<file path="config.mk">
export PLATFORM = sky130hd
export DESIGN_NAME = display_touch_frame_parser_core
export DESIGN_NICKNAME = d
export VERILOG_FILES = /design/src/rtl/core/dtfp_pkg.sv /design/src/rtl/core/display_touch_frame_parser_core.sv /design/src/rtl/core/dtfp_cfg_regs.sv /design/src/rtl/core/dtfp_parser.sv
export SDC_FILE = /design/constraint.sdc
export NUM_CORES = 1
export LEC_CHECK = 0
export BUFFER_PORTS_ARGS = -buffer_cell sky130_fd_sc_hd__buf_2
export CAP_MARGIN = 20
export CORE_ASPECT_RATIO = 0.9
export CORE_MARGIN = 5
export CORE_UTILIZATION = 61
export CTS_BUF_LIST = sky130_fd_sc_hd__clkbuf_2 sky130_fd_sc_hd__clkbuf_4 sky130_fd_sc_hd__clkbuf_8
export DETAILED_ROUTE_END_ITERATION = 10
export GPL_TIMING_DRIVEN = 0
export PLACE_DENSITY = 0.83
export SYNTH_ARGS = -nofsm -noshare
export SYNTH_HDL_FRONTEND = slang
export SYNTH_SLANG_ARGS = --single-unit
</file>
<file path="constraint.sdc">
create_clock -name clk -period 6.2 [get_ports clk]
set_input_delay 0 -clock clk [delete_from_list [all_inputs] [get_ports clk]]
set_output_delay 0 -clock clk [all_outputs]
set_load 0.005 [all_outputs]
</file>
<file path="src/rtl/core/dtfp_pkg.sv">
// Package for the display touch frame parser: frame constants, register
// indexes, parser phase codes and the structs passed between modules.
// Depends on nothing.
package dtfp_pkg;

    localparam logic [7:0] HEAD_FIRST     = 8'h5a;
    localparam logic [7:0] HEAD_SECOND    = 8'ha5;
    localparam logic [7:0] CMD_READ_REPLY = 8'h83;

    localparam logic [7:0] MIN_FRAME_LENGTH = 8'd3;
    localparam logic [7:0] MIN_KEY_LENGTH   = 8'd6;
    localparam logic [7:0] POS_COMMAND      = 8'd1;
    localparam logic [7:0] POS_ADDR_HIGH    = 8'd2;
    localparam logic [7:0] POS_KEY_HIGH     = 8'd5;
    localparam logic [7:0] POS_KEY_LOW      = 8'd6;
    localparam logic [7:0] POS_TEXT_FIRST   = 8'd5;

    localparam logic [7:0]  RESET_TEXT_LENGTH  = 8'd16;
    localparam logic [15:0] RESET_KEY_ADDRESS  = 16'h0800;
    localparam logic [15:0] RESET_TEXT_ADDRESS = 16'h0790;

    localparam int CFG_INDEX_WIDTH = 2;
    localparam int CFG_DATA_WIDTH  = 16;

    localparam logic [CFG_INDEX_WIDTH-1:0] CFG_TEXT_LENGTH  = 2'd0;
    localparam logic [CFG_INDEX_WIDTH-1:0] CFG_KEY_ADDRESS  = 2'd1;
    localparam logic [CFG_INDEX_WIDTH-1:0] CFG_TEXT_ADDRESS = 2'd2;

    localparam logic KIND_KEY  = 1'b0;
    localparam logic KIND_TEXT = 1'b1;

    typedef enum logic [5:0] {
        PH_HUNT1  = 6'b000001,
        PH_HUNT2  = 6'b000010,
        PH_LENGTH = 6'b000100,
        PH_HEADER = 6'b001000,
        PH_KEY    = 6'b010000,
        PH_TEXT   = 6'b100000
    } phase_t;

    typedef struct packed {
        logic [7:0]  text_length;
        logic [15:0] key_address;
        logic [15:0] text_address;
    } cfg_t;

    typedef struct packed {
        logic        kind;
        logic [15:0] key_value;
        logic        has_byte;
        logic [7:0]  text_byte;
        logic        last;
    } result_t;

endpackage

</file>
<file path="src/rtl/core/display_touch_frame_parser_core.sv">
// Top level of the display touch frame parser: input byte register, result
// register and the stream and configuration ports.
// Depends on dtfp_pkg, dtfp_cfg_regs and dtfp_parser.
//
// The block takes one received byte per clock cycle on the slave stream while
// the master side is not stalled, and gives at most one result word per byte on
// the master stream. Each byte passes through the input register, the frame
// state machine and then the result register. A byte can be taken in every
// cycle while results are taken as fast; when the master side stalls, the input
// register still takes a byte only while it is empty, and s_tready falls once it
// holds one. Configuration writes are accepted in any cycle and should be made
// while no frame is in progress.
module display_touch_frame_parser_core
    import dtfp_pkg::*;
(
    input  logic                       clk,
    input  logic                       rst_n,
    input  logic                       s_tvalid,
    output logic                       s_tready,
    input  logic [7:0]                 s_tdata,    // [7:0] rx_byte
    output logic                       m_tvalid,
    input  logic                       m_tready,
    output logic [31:0]                m_tdata,    // [15:0] key_value, [16] has_byte,
                                                   // [24:17] text_byte, [31:25] zero
    output logic                       m_tuser,    // [0] kind
    output logic                       m_tlast,    // last
    input  logic                       cfg_valid,
    output logic                       cfg_ready,
    input  logic [CFG_INDEX_WIDTH-1:0] cfg_index,
    input  logic [CFG_DATA_WIDTH-1:0]  cfg_data
);

    cfg_t    cfg;
    logic    in_valid_reg;
    logic    in_valid_next;
    logic [7:0] in_byte_reg;
    logic    advance;
    logic    step;
    logic    step_res_valid;
    result_t step_res;
    logic    res_valid_reg;
    logic    res_valid_next;
    result_t res_reg;

    assign cfg_ready = 1'b1;

    dtfp_cfg_regs u_cfg_regs (
        .clk      (clk),
        .rst_n    (rst_n),
        .wr_en    (cfg_valid && cfg_ready),
        .wr_index (cfg_index),
        .wr_data  (cfg_data),
        .cfg      (cfg)
    );

    assign advance  = !res_valid_reg || m_tready;
    assign step     = in_valid_reg && advance;
    assign s_tready = !in_valid_reg || advance;

    dtfp_parser u_parser (
        .clk       (clk),
        .rst_n     (rst_n),
        .step      (step),
        .rx_byte   (in_byte_reg),
        .cfg       (cfg),
        .res_valid (step_res_valid),
        .res       (step_res)
    );

    always_comb
    begin
        in_valid_next = in_valid_reg;
        if (s_tready)
            in_valid_next = s_tvalid;
        res_valid_next = res_valid_reg;
        if (advance)
            res_valid_next = step && step_res_valid;
    end

    always_ff @(posedge clk or negedge rst_n)
    begin
        if (!rst_n)
        begin
            in_valid_reg  <= 1'b0;
            res_valid_reg <= 1'b0;
        end
        else
        begin
            in_valid_reg  <= in_valid_next;
            res_valid_reg <= res_valid_next;
        end
    end

    always_ff @(posedge clk)
    begin
        if (s_tready && s_tvalid)
            in_byte_reg <= s_tdata;
        if (step && step_res_valid)
            res_reg <= step_res;
    end

    assign m_tvalid = res_valid_reg;
    assign m_tdata  = {7'd0, res_reg.text_byte, res_reg.has_byte, res_reg.key_value};
    assign m_tuser  = res_reg.kind;
    assign m_tlast  = res_reg.last;

    // A key result always closes its frame and never carries a character.
    assert property (@(posedge clk) disable iff (!rst_n)
        (m_tvalid && m_tuser == KIND_KEY) |-> (m_tlast && !m_tdata[16]))
        else $error("key result without last or with a character");

    // A result without a character carries a zero byte and is the last one.
    assert property (@(posedge clk) disable iff (!rst_n)
        (m_tvalid && !m_tdata[16]) |-> (m_tdata[24:17] == 8'h00 && m_tlast))
        else $error("empty result with a byte or without last");

    // The input side only stalls behind a held result.
    assert property (@(posedge clk) disable iff (!rst_n)
        !s_tready |-> (m_tvalid && !m_tready && in_valid_reg))
        else $error("input stalled without a held result");

    // A result that is waiting stays unchanged until it is taken.
    assert property (@(posedge clk) disable iff (!rst_n)
        (m_tvalid && !m_tready) |=> (m_tvalid && $stable(res_reg)))
        else $error("held result changed");

endmodule

</file>
<file path="src/rtl/core/dtfp_cfg_regs.sv">
// Configuration register file of the display touch frame parser.
// Depends on dtfp_pkg for register indexes, reset values and cfg_t.
module dtfp_cfg_regs
    import dtfp_pkg::*;
(
    input  logic                       clk,
    input  logic                       rst_n,
    input  logic                       wr_en,
    input  logic [CFG_INDEX_WIDTH-1:0] wr_index,
    input  logic [CFG_DATA_WIDTH-1:0]  wr_data,
    output cfg_t                       cfg
);

    cfg_t cfg_reg;
    cfg_t cfg_next;

    always_comb
    begin
        cfg_next = cfg_reg;
        if (wr_en)
        begin
            case (wr_index)
                CFG_TEXT_LENGTH:  cfg_next.text_length  = wr_data[7:0];
                CFG_KEY_ADDRESS:  cfg_next.key_address  = wr_data;
                CFG_TEXT_ADDRESS: cfg_next.text_address = wr_data;
                default:          cfg_next = cfg_reg;
            endcase
        end
    end

    always_ff @(posedge clk or negedge rst_n)
    begin
        if (!rst_n)
        begin
            cfg_reg.text_length  <= RESET_TEXT_LENGTH;
            cfg_reg.key_address  <= RESET_KEY_ADDRESS;
            cfg_reg.text_address <= RESET_TEXT_ADDRESS;
        end
        else
        begin
            cfg_reg <= cfg_next;
        end
    end

    assign cfg = cfg_reg;

endmodule

</file>
<file path="src/rtl/core/dtfp_parser.sv">
// Frame parser state machine: holds the frame state and works out, for one
// byte, the next state and the result that the byte causes.
// Depends on dtfp_pkg for phase codes, frame constants and structs.
module dtfp_parser
    import dtfp_pkg::*;
(
    input  logic       clk,
    input  logic       rst_n,
    input  logic       step,
    input  logic [7:0] rx_byte,
    input  cfg_t       cfg,
    output logic       res_valid,
    output result_t    res
);

    phase_t      phase_reg, phase_next;
    logic [7:0]  frame_length_reg, frame_length_next;
    logic [7:0]  byte_position_reg, byte_position_next;
    logic [15:0] frame_address_reg, frame_address_next;
    logic [15:0] held_value_reg, held_value_next;
    logic [7:0]  text_count_reg, text_count_next;

    logic [7:0]  pos_inc;
    logic [15:0] addr_full;
    logic [7:0]  count_inc;
    logic        at_end;

    assign pos_inc   = byte_position_reg + 8'd1;
    assign addr_full = frame_address_reg | {8'h00, rx_byte};
    assign count_inc = text_count_reg + 8'd1;
    assign at_end    = (pos_inc == frame_length_reg);

    always_comb
    begin
        phase_next         = phase_reg;
        frame_length_next  = frame_length_reg;
        byte_position_next = byte_position_reg;
        frame_address_next = frame_address_reg;
        held_value_next    = held_value_reg;
        text_count_next    = text_count_reg;
        res_valid          = 1'b0;
        res.kind           = KIND_TEXT;
        res.key_value      = frame_address_reg;
        res.has_byte       = 1'b0;
        res.text_byte      = 8'h00;
        res.last           = 1'b1;
        case (phase_reg)
            PH_HUNT1:
            begin
                if (rx_byte == HEAD_FIRST)
                    phase_next = PH_HUNT2;
            end
            PH_HUNT2:
            begin
                if (rx_byte == HEAD_SECOND)
                    phase_next = PH_LENGTH;
                else if (rx_byte != HEAD_FIRST)
                    phase_next = PH_HUNT1;
            end
            PH_LENGTH:
            begin
                frame_length_next  = rx_byte;
                byte_position_next = 8'd0;
                phase_next = (rx_byte < MIN_FRAME_LENGTH) ? PH_HUNT1 : PH_HEADER;
            end
            PH_HEADER:
            begin
                byte_position_next = pos_inc;
                if (pos_inc == POS_COMMAND)
                begin
                    if (rx_byte != CMD_READ_REPLY)
                        phase_next = PH_HUNT1;
                end
                else if (pos_inc == POS_ADDR_HIGH)
                begin
                    frame_address_next = {rx_byte, 8'h00};
                end
                else
                begin
                    frame_address_next = addr_full;
                    if (addr_full == cfg.key_address)
                    begin
                        phase_next = (frame_length_reg < MIN_KEY_LENGTH) ? PH_HUNT1 : PH_KEY;
                    end
                    else if (addr_full == cfg.text_address)
                    begin
                        text_count_next = 8'd0;
                        if (at_end)
                        begin
                            phase_next    = PH_HUNT1;
                            res_valid     = 1'b1;
                            res.key_value = addr_full;
                        end
                        else
                        begin
                            phase_next = PH_TEXT;
                        end
                    end
                    else
                    begin
                        phase_next = PH_HUNT1;
                    end
                end
            end
            PH_KEY:
            begin
                byte_position_next = pos_inc;
                if (pos_inc == POS_KEY_HIGH)
                    held_value_next = {rx_byte, held_value_reg[7:0]};
                else if (pos_inc == POS_KEY_LOW)
                    held_value_next = {held_value_reg[15:8], rx_byte};
                if (at_end)
                begin
                    phase_next    = PH_HUNT1;
                    res_valid     = 1'b1;
                    res.kind      = KIND_KEY;
                    res.key_value = held_value_next;
                end
            end
            PH_TEXT:
            begin
                byte_position_next = pos_inc;
                if (at_end)
                    phase_next = PH_HUNT1;
                if (pos_inc >= POS_TEXT_FIRST && text_count_reg < cfg.text_length)
                begin
                    text_count_next = count_inc;
                    res_valid       = 1'b1;
                    res.has_byte    = 1'b1;
                    res.text_byte   = rx_byte;
                    res.last        = at_end || (count_inc == cfg.text_length);
                end
                else if (at_end && text_count_reg == 8'd0)
                begin
                    res_valid = 1'b1;
                end
            end
            default:
            begin
                phase_next = PH_HUNT1;
            end
        endcase
    end

    always_ff @(posedge clk or negedge rst_n)
    begin
        if (!rst_n)
        begin
            phase_reg         <= PH_HUNT1;
            frame_length_reg  <= 8'd0;
            byte_position_reg <= 8'd0;
            frame_address_reg <= 16'd0;
            held_value_reg    <= 16'd0;
            text_count_reg    <= 8'd0;
        end
        else if (step)
        begin
            phase_reg         <= phase_next;
            frame_length_reg  <= frame_length_next;
            byte_position_reg <= byte_position_next;
            frame_address_reg <= frame_address_next;
            held_value_reg    <= held_value_next;
            text_count_reg    <= text_count_next;
        end
    end

endmodule
</file>
==> results.tsv, run 1 <==
metric	value	unit
ys_seq_elements	139	
synth_top_area_share	33.18	%
crit_fanout	22	
synth.distinct_cells	69	
end_kind	register	
status	finished clean	
crit_family	simple AND/OR/NAND/NOR gates	
synthTopCellsByArea	dfrtp_1 (33%), edfxtp_1 (15%), mux2_2 (7.2%)	
powerDensity	270.8	mW/mm²
cts_buffers	17	
yosysMostFrequentCell	dfrtp_1	
synth-async-reset-ratio	74.82	%
max_stage_delay	0.51	ns
setup_slack	2.669	ns
clock_sinks	139	
ys.flop_type	dfrtp_1	
viasPerCell	6.171	
worst_pin_slew	0.8409	ns
fill_cells	730	
grt_max_degree	61	
crit_top_cell	and2_1	
finClkSkew	0.009232	ns
first_global_vias	5965	
hold_violations	0	
cts_root_buf	clkbuf_8	
clk-insertion-delay-late	0.44	ns
finalCritPeriodShare	56.95	%
drive_gt1_share	21.87	%
nNetsFinal	846	
die_w	124.8	µm
ant_nets	0	
fp.coreArea	0.01153	mm²
numPortBuffers	59	
cp.arrival	3.67	ns
rows	37	
final.setup.tns	0	ns
dieArea	0.01415	mm²
ctsHtreeMaxLevel	4	
yosys_warnings	0	
worst-setup-path-type	register to register	
clk_path_buf_depth	2	
start_util	62.81	%
path_buf_inv	3	
cap_violations	0	
largest_reg_flops	40	
critPathRequiredTime	6.34	ns
cts_tree	built	
ir_drop	0.0002134	V
slew_headroom	43.82	%
p_comb_share	17.4	%
slew_violations	0	
syn-mean-instance-area	10.60	µm²
worstSetupStartpointType	register	
dr.pass1.iters	5	
wl_per_cell	19.20	µm
cpMaxStageDelayCell	or4b_1	
cp_cell_sequence	ha_1, buf_2, nand3_2, and2_1, or4b_1, a32oi_1, and2_1, buf_6, a21oi_1, nor2_2, buf_8	
antenna_found_initial	0	
finalWirelength	18.63	mm
diodes	0	
finalCriticalPeriod	3.531	ns
grt_usage	27.11	%
synth-seq-area-share	50.60	%
swShare	27.50	%
place_congestion	0.9153	
clk_transition_reported_paths	0.07	ns
dpl.hpwl	12.58	mm
synth_edf_count	35	
drc	0	
switchingPower	0.6380	mW
drt_iter0_markers	640	
cell_internal_pwr	1.682	mW
vias	5986	
synth_area	0.007241	mm²
synth_common_cells	dfrtp_1 (96), nand2_1 (61), o21ai_0 (49)	
grt_pass1_wl	30.55	mm
max_freq	283.2	MHz
io_pins	68	
rsz0062_at_grt	no	
min_path_type	input port to register	
pwr-share-clk	36.1	%
fp.dieH	113.4	µm
p_leak	3.589	nW
syn_inst	683	
grt_overflow	0	
dp_slack	2.792	ns
synth_area_leader_cell	dfrtp_1	
setup_viol	0	
area_delta_synth_final	18.35	%
seqPwrFrac	46.5	%
==> through the flow <==
step	util [%]	hold slack, ns	cells	total power, mW	cell area (µm²)
floorplan	-	-0.2956	689	1.349	7263
global placement	67.26	0.1766	904	1.436	7754
detailed placement	67.68	0.05124	906	1.466	7801
CTS	74.34	0.02707	970	2.311	8569
global route	74.34	0.09482	970	2.419	8569
finish	74.34	0.1024	970	2.320	8569
==> worst paths after layout <==
path	cells after the start	from	slack, ns	end
worst min-delay path	4	cfg_valid	0.10	u_cfg_regs.cfg[33]$_DFFE_PN0P_
worst max register to register	11	u_parser.byte_position_reg[1]$_DFFE_PN0P_	2.67	m_tdata[2]$_DFFE_PP_
max in group asynchronous	3	rst_n	5.34	u_parser.phase_reg[0]$_DFFE_PN1P_
min in group asynchronous	2	rst_n	0.12	u_parser.text_count_reg[0]$_DFFE_PN0P_
worst max-delay path	11	u_parser.byte_position_reg[1]$_DFFE_PN0P_	2.67	m_tdata[2]$_DFFE_PP_
worst min register to register	2	u_parser.held_value_reg[15]$_DFFE_PN0P_	0.48	u_parser.held_value_reg[15]$_DFFE_PN0P_
==> placed cells by master (no fill, tap or decap), types with 4 or more instances in the layout <==
cell type | synthesis | layout
a21oi_1 | 24 | 24
and2_1 | 15 | 15
and3_1 | 5 | 5
buf_2 | 7 | 65
buf_4 | 11 | 12
bufinv_16 | 0 | 5
clkbuf_1 | 22 | 22
clkbuf_8 | 0 | 17
clkinv_2 | 0 | 4
conb_1 | 2 | 8
dfrtp_1 | 96 | 96
dfstp_2 | 8 | 8
dlygate4sd3_1 | 0 | 32
edfxtp_1 | 35 | 35
ha_1 | 14 | 14
inv_1 | 33 | 33
mux2_2 | 46 | 46
mux2i_1 | 20 | 20
nand2_1 | 61 | 61
nand2b_1 | 5 | 5
nand3_1 | 15 | 15
nand4_1 | 10 | 10
nor2_1 | 40 | 39
nor3_1 | 18 | 18
nor4_1 | 7 | 7
o21a_1 | 9 | 9
o21ai_0 | 49 | 49
o221ai_1 | 8 | 8
o22ai_1 | 7 | 7
o31ai_1 | 7 | 7
or3_1 | 4 | 4
or4_1 | 4 | 4
xnor2_1 | 32 | 32
xor2_1 | 11 | 11
==> worst register-to-register path, stage by stage, from the launching register on <==
cell     delay (ns)
dfrtp_1        0.48
ha_1           0.19
buf_2          0.17
nand3_2        0.15
and2_1         0.21
or4b_1         0.51
a32oi_1        0.42
and2_1         0.22
buf_6          0.14
a21oi_1        0.09
nor2_2         0.40
buf_8          0.25
==> metal layers <==
| metal | share of wire, % | vias to the layer above | GRT usage (%) |
|---|---|---|---|
| met3 | 8.6 | 57 | 6.843 |
| met5 | 0 | - | 0 |
| li1 | - | 2662 | - |
| met4 | 3.5 | 0 | 10.98 |
| met2 | 49 | 339 | 44.63 |
| met1 | 39 | 2928 | 34.73 |
==> kinds of logic (layout without fill, tap and decap cells) <==
group           after synthesis  after routing  synth area share [%]
buf+inv                      75            200                 4.683
compound gates              136            136                 12.18
other cells                   2              8                0.1037
flops                       139            139                 50.60
xor+xnor                     44             44                 5.512
simple gates                207            207                 14.58
fa+ha+maj                    14             14                 2.419
mux                          66             66                 9.919
==> power groups by stage <==
| stage | combinational (mW) | clock, mW | sequential [mW] |
|---|---|---|---|
| floorplan | 0.275 | 0 | 1.07 |
| global placement | 0.348 | 0 | 1.09 |
| detailed placement | 0.372 | 0 | 1.09 |
| CTS | 0.391 | 0.845 | 1.08 |
| global route | 0.441 | 0.891 | 1.09 |
| finish | 0.403 | 0.838 | 1.08 |
==> what timing repair did <==
item                                   CTS  global route
endpoints found under the hold margin   94             0
setup buffers                            0             0
resized for setup                        0             0
hold buffers                            32             0
==> area by class of cell <==
cell class | instances | area [µm²] | share of cell area (%)
sequential | 139 | 3664 | 42.75
timing repair buffer | 93 | 660.6 | 7.709
multi-input combinational | 475 | 3263 | 38.08
tap | 156 | 195.2 | 2.278
clock buffer | 19 | 249.0 | 2.906
clock inverter | 13 | 198.9 | 2.322
inverter | 33 | 123.9 | 1.445
buffer | 42 | 215.2 | 2.511
Power figures use the tool's default switching activity.
==> inputs of run 2 (changes only) <==
--- a/config.mk
+++ b/config.mk
@@ -9,11 +9,11 @@
 export CAP_MARGIN = 20
 export CORE_ASPECT_RATIO = 0.9
 export CORE_MARGIN = 5
-export CORE_UTILIZATION = 61
+export CORE_UTILIZATION = 56
 export CTS_BUF_LIST = sky130_fd_sc_hd__clkbuf_2 sky130_fd_sc_hd__clkbuf_4 sky130_fd_sc_hd__clkbuf_8
 export DETAILED_ROUTE_END_ITERATION = 10
 export GPL_TIMING_DRIVEN = 0
-export PLACE_DENSITY = 0.83
+export PLACE_DENSITY = 0.8
 export SYNTH_ARGS = -nofsm -noshare
 export SYNTH_HDL_FRONTEND = slang
 export SYNTH_SLANG_ARGS = --single-unit
==> constraint.sdc (replaced) <==
create_clock -name clk -period 3.1 [get_ports clk]
set_input_delay 0 -clock clk [delete_from_list [all_inputs] [get_ports clk]]
set_output_delay 0 -clock clk [all_outputs]
set_load 0.005 [all_outputs]
==> results.tsv, run 2 (synthesis gave the netlist of run 1 again) <==
metric	value	unit
status	finished clean	
crit_top_cell	buf_2	
ant_nets	0	
layout_commonest_cell	dfrtp_1	
postLayoutCoreUtil	68.78	%
ff2ff_path_depth	10	
dr.pass1.iters	5	
grt_overflow	0	
clk_path_buf_depth	2	
clk-insertion-delay-late	0.46	ns
rows	39	
cpMaxStageDelayCell	a2bb2oi_2	
crit_fanout	8	
cp_cell_sequence	buf_2, and4_1, buf_4, mux2_2, o22ai_1, and3_1, buf_2, nor4_1, a2bb2oi_2, o221ai_1	
grt_max_degree	59	
finClkSkew	0.01355	ns
ir_drop	0.0004649	V
min_path_type	input port to register	
worst_pin_slew	0.9222	ns
slew_headroom	38.39	%
drc	0	
cts_root_buf	clkbuf_8	
wl_per_cell	18.81	µm
dieArea	0.01531	mm²
finalHoldWorstSlack	0.05870	ns
numPortBuffers	59	
die_w	129.9	µm
start_util	57.07	%
dp_slack	-0.4021	ns
final_cell_mix	dfrtp_1 (95), buf_2 (65), nand2_1 (61)	
dpl.hpwl	12.46	mm
setup_viol	0	
ctsHtreeMaxLevel	4	
largest_reg_flops	40	
p_leak	3.609	nW
finalCritPeriodShare	97.34	%
slew_violations	0	
worstSetupStartpointType	register	
viasPerCell	5.889	
area_delta_synth_final	20.51	%
cap_violations	0	
fp.coreArea	0.01269	mm²
cts_buffers	17	
antenna_found_initial	0	
cp.arrival	3.18	ns
diodes	0	
drt_iter0_markers	558	
vias	5801	
powerDensity	520.8	mW/mm²
first_global_vias	5862	
end_kind	register	
cts_tree	built	
hold_depth	4	
finalWirelength	18.53	mm
place_congestion	0.8701	
drive_gt1_share	24.12	%
nNetsFinal	853	
grt_pass1_wl	29.98	mm
grt_usage	25.00	%
finalCriticalPeriod	3.018	ns
clock_sinks	139	
worst-setup-path-type	register to register	
max_stage_delay	0.45	ns
setup_slack	0.08241	ns
clk_transition_reported_paths	0.08	ns
critPathRequiredTime	3.27	ns
fp.dieH	117.9	µm
io_pins	68	
hold_violations	0	
max_freq	331.4	MHz
## run 2: path summary, 6_finish.rpt
check	start	to	slack (ns)
max reg2reg	u_parser.byte_position_reg[0]$_DFFE_PN0P_	m_tdata[7]$_DFFE_PP_	0.08
max	u_parser.byte_position_reg[0]$_DFFE_PN0P_	m_tdata[7]$_DFFE_PP_	0.08
min	cfg_valid	u_cfg_regs.cfg[33]$_DFFE_PN0P_	0.06
min in group asynchronous	rst_n	u_parser.byte_position_reg[4]$_DFFE_PN0P_	0.10
min reg2reg	u_parser.held_value_reg[13]$_DFFE_PN0P_	u_parser.held_value_reg[13]$_DFFE_PN0P_	0.50
max in group asynchronous	rst_n	u_cfg_regs.cfg[10]$_DFFE_PN1P_	2.24
## run 2: layout make-up
cell class | count | area (µm²)
Clock inverter | 10 | 141.4
Tap cell | 164 | 205.2
Sequential cell | 139 | 3665
Inverter | 33 | 123.9
Timing Repair Buffer | 99 | 725.7
Fill cell | 916 | 3961
Buffer | 42 | 219.0
Clock buffer | 22 | 284.0
Multi-Input combinational cell | 476 | 3362
## run 2: critical path: cells and delay by family, from the launching register on
family                 cells  cell delay [ns]
and+or+nand+nor            3             0.51
muxes                      1             0.34
AOI/OAI and AO/OA          3             0.89
buffers and inverters      3             0.58
DFF                        1             0.40
## run 2: per-layer routing
layer / wire length [µm] / GRT usage, %
met1: 7483 / 33.25
met2: 9216 / 40.27
met3: 1335 / 5.218
met4: 491 / 9.286
met5: 0 / 0
## run 2: power breakdown
group	internal (mW)	total (mW)	switching, mW
clock	0.865	1.58	0.714
combinational	0.381	0.806	0.426
sequential	2.03	2.16	0.129
## run 2: stage by stage
stage / power [mW] / instance area (µm²) / TNS [ns] / std cells
final: 4.544 / 8726 / 0 / 985
after CTS: 4.513 / 8650 / 0 / 982
after global placement: 2.877 / 7771 / -8.439 / 912
after global routing: 4.732 / 8726 / -0.09446 / 985
after detailed placement: 2.918 / 7801 / -11.39 / 913
after floorplan: 2.698 / 7271 / 0 / 689
## run 2: what timing repair did
action | 4_1_cts | 5_1_grt
pin swaps | 2 | 1
hold endpoints to repair | 96 | 0
gates cloned | 1 | 0
endpoints found under the setup margin | 43 | 62
setup buffers | 3 | 3
resized for setup | 7 | 13
hold buffers | 33 | 0
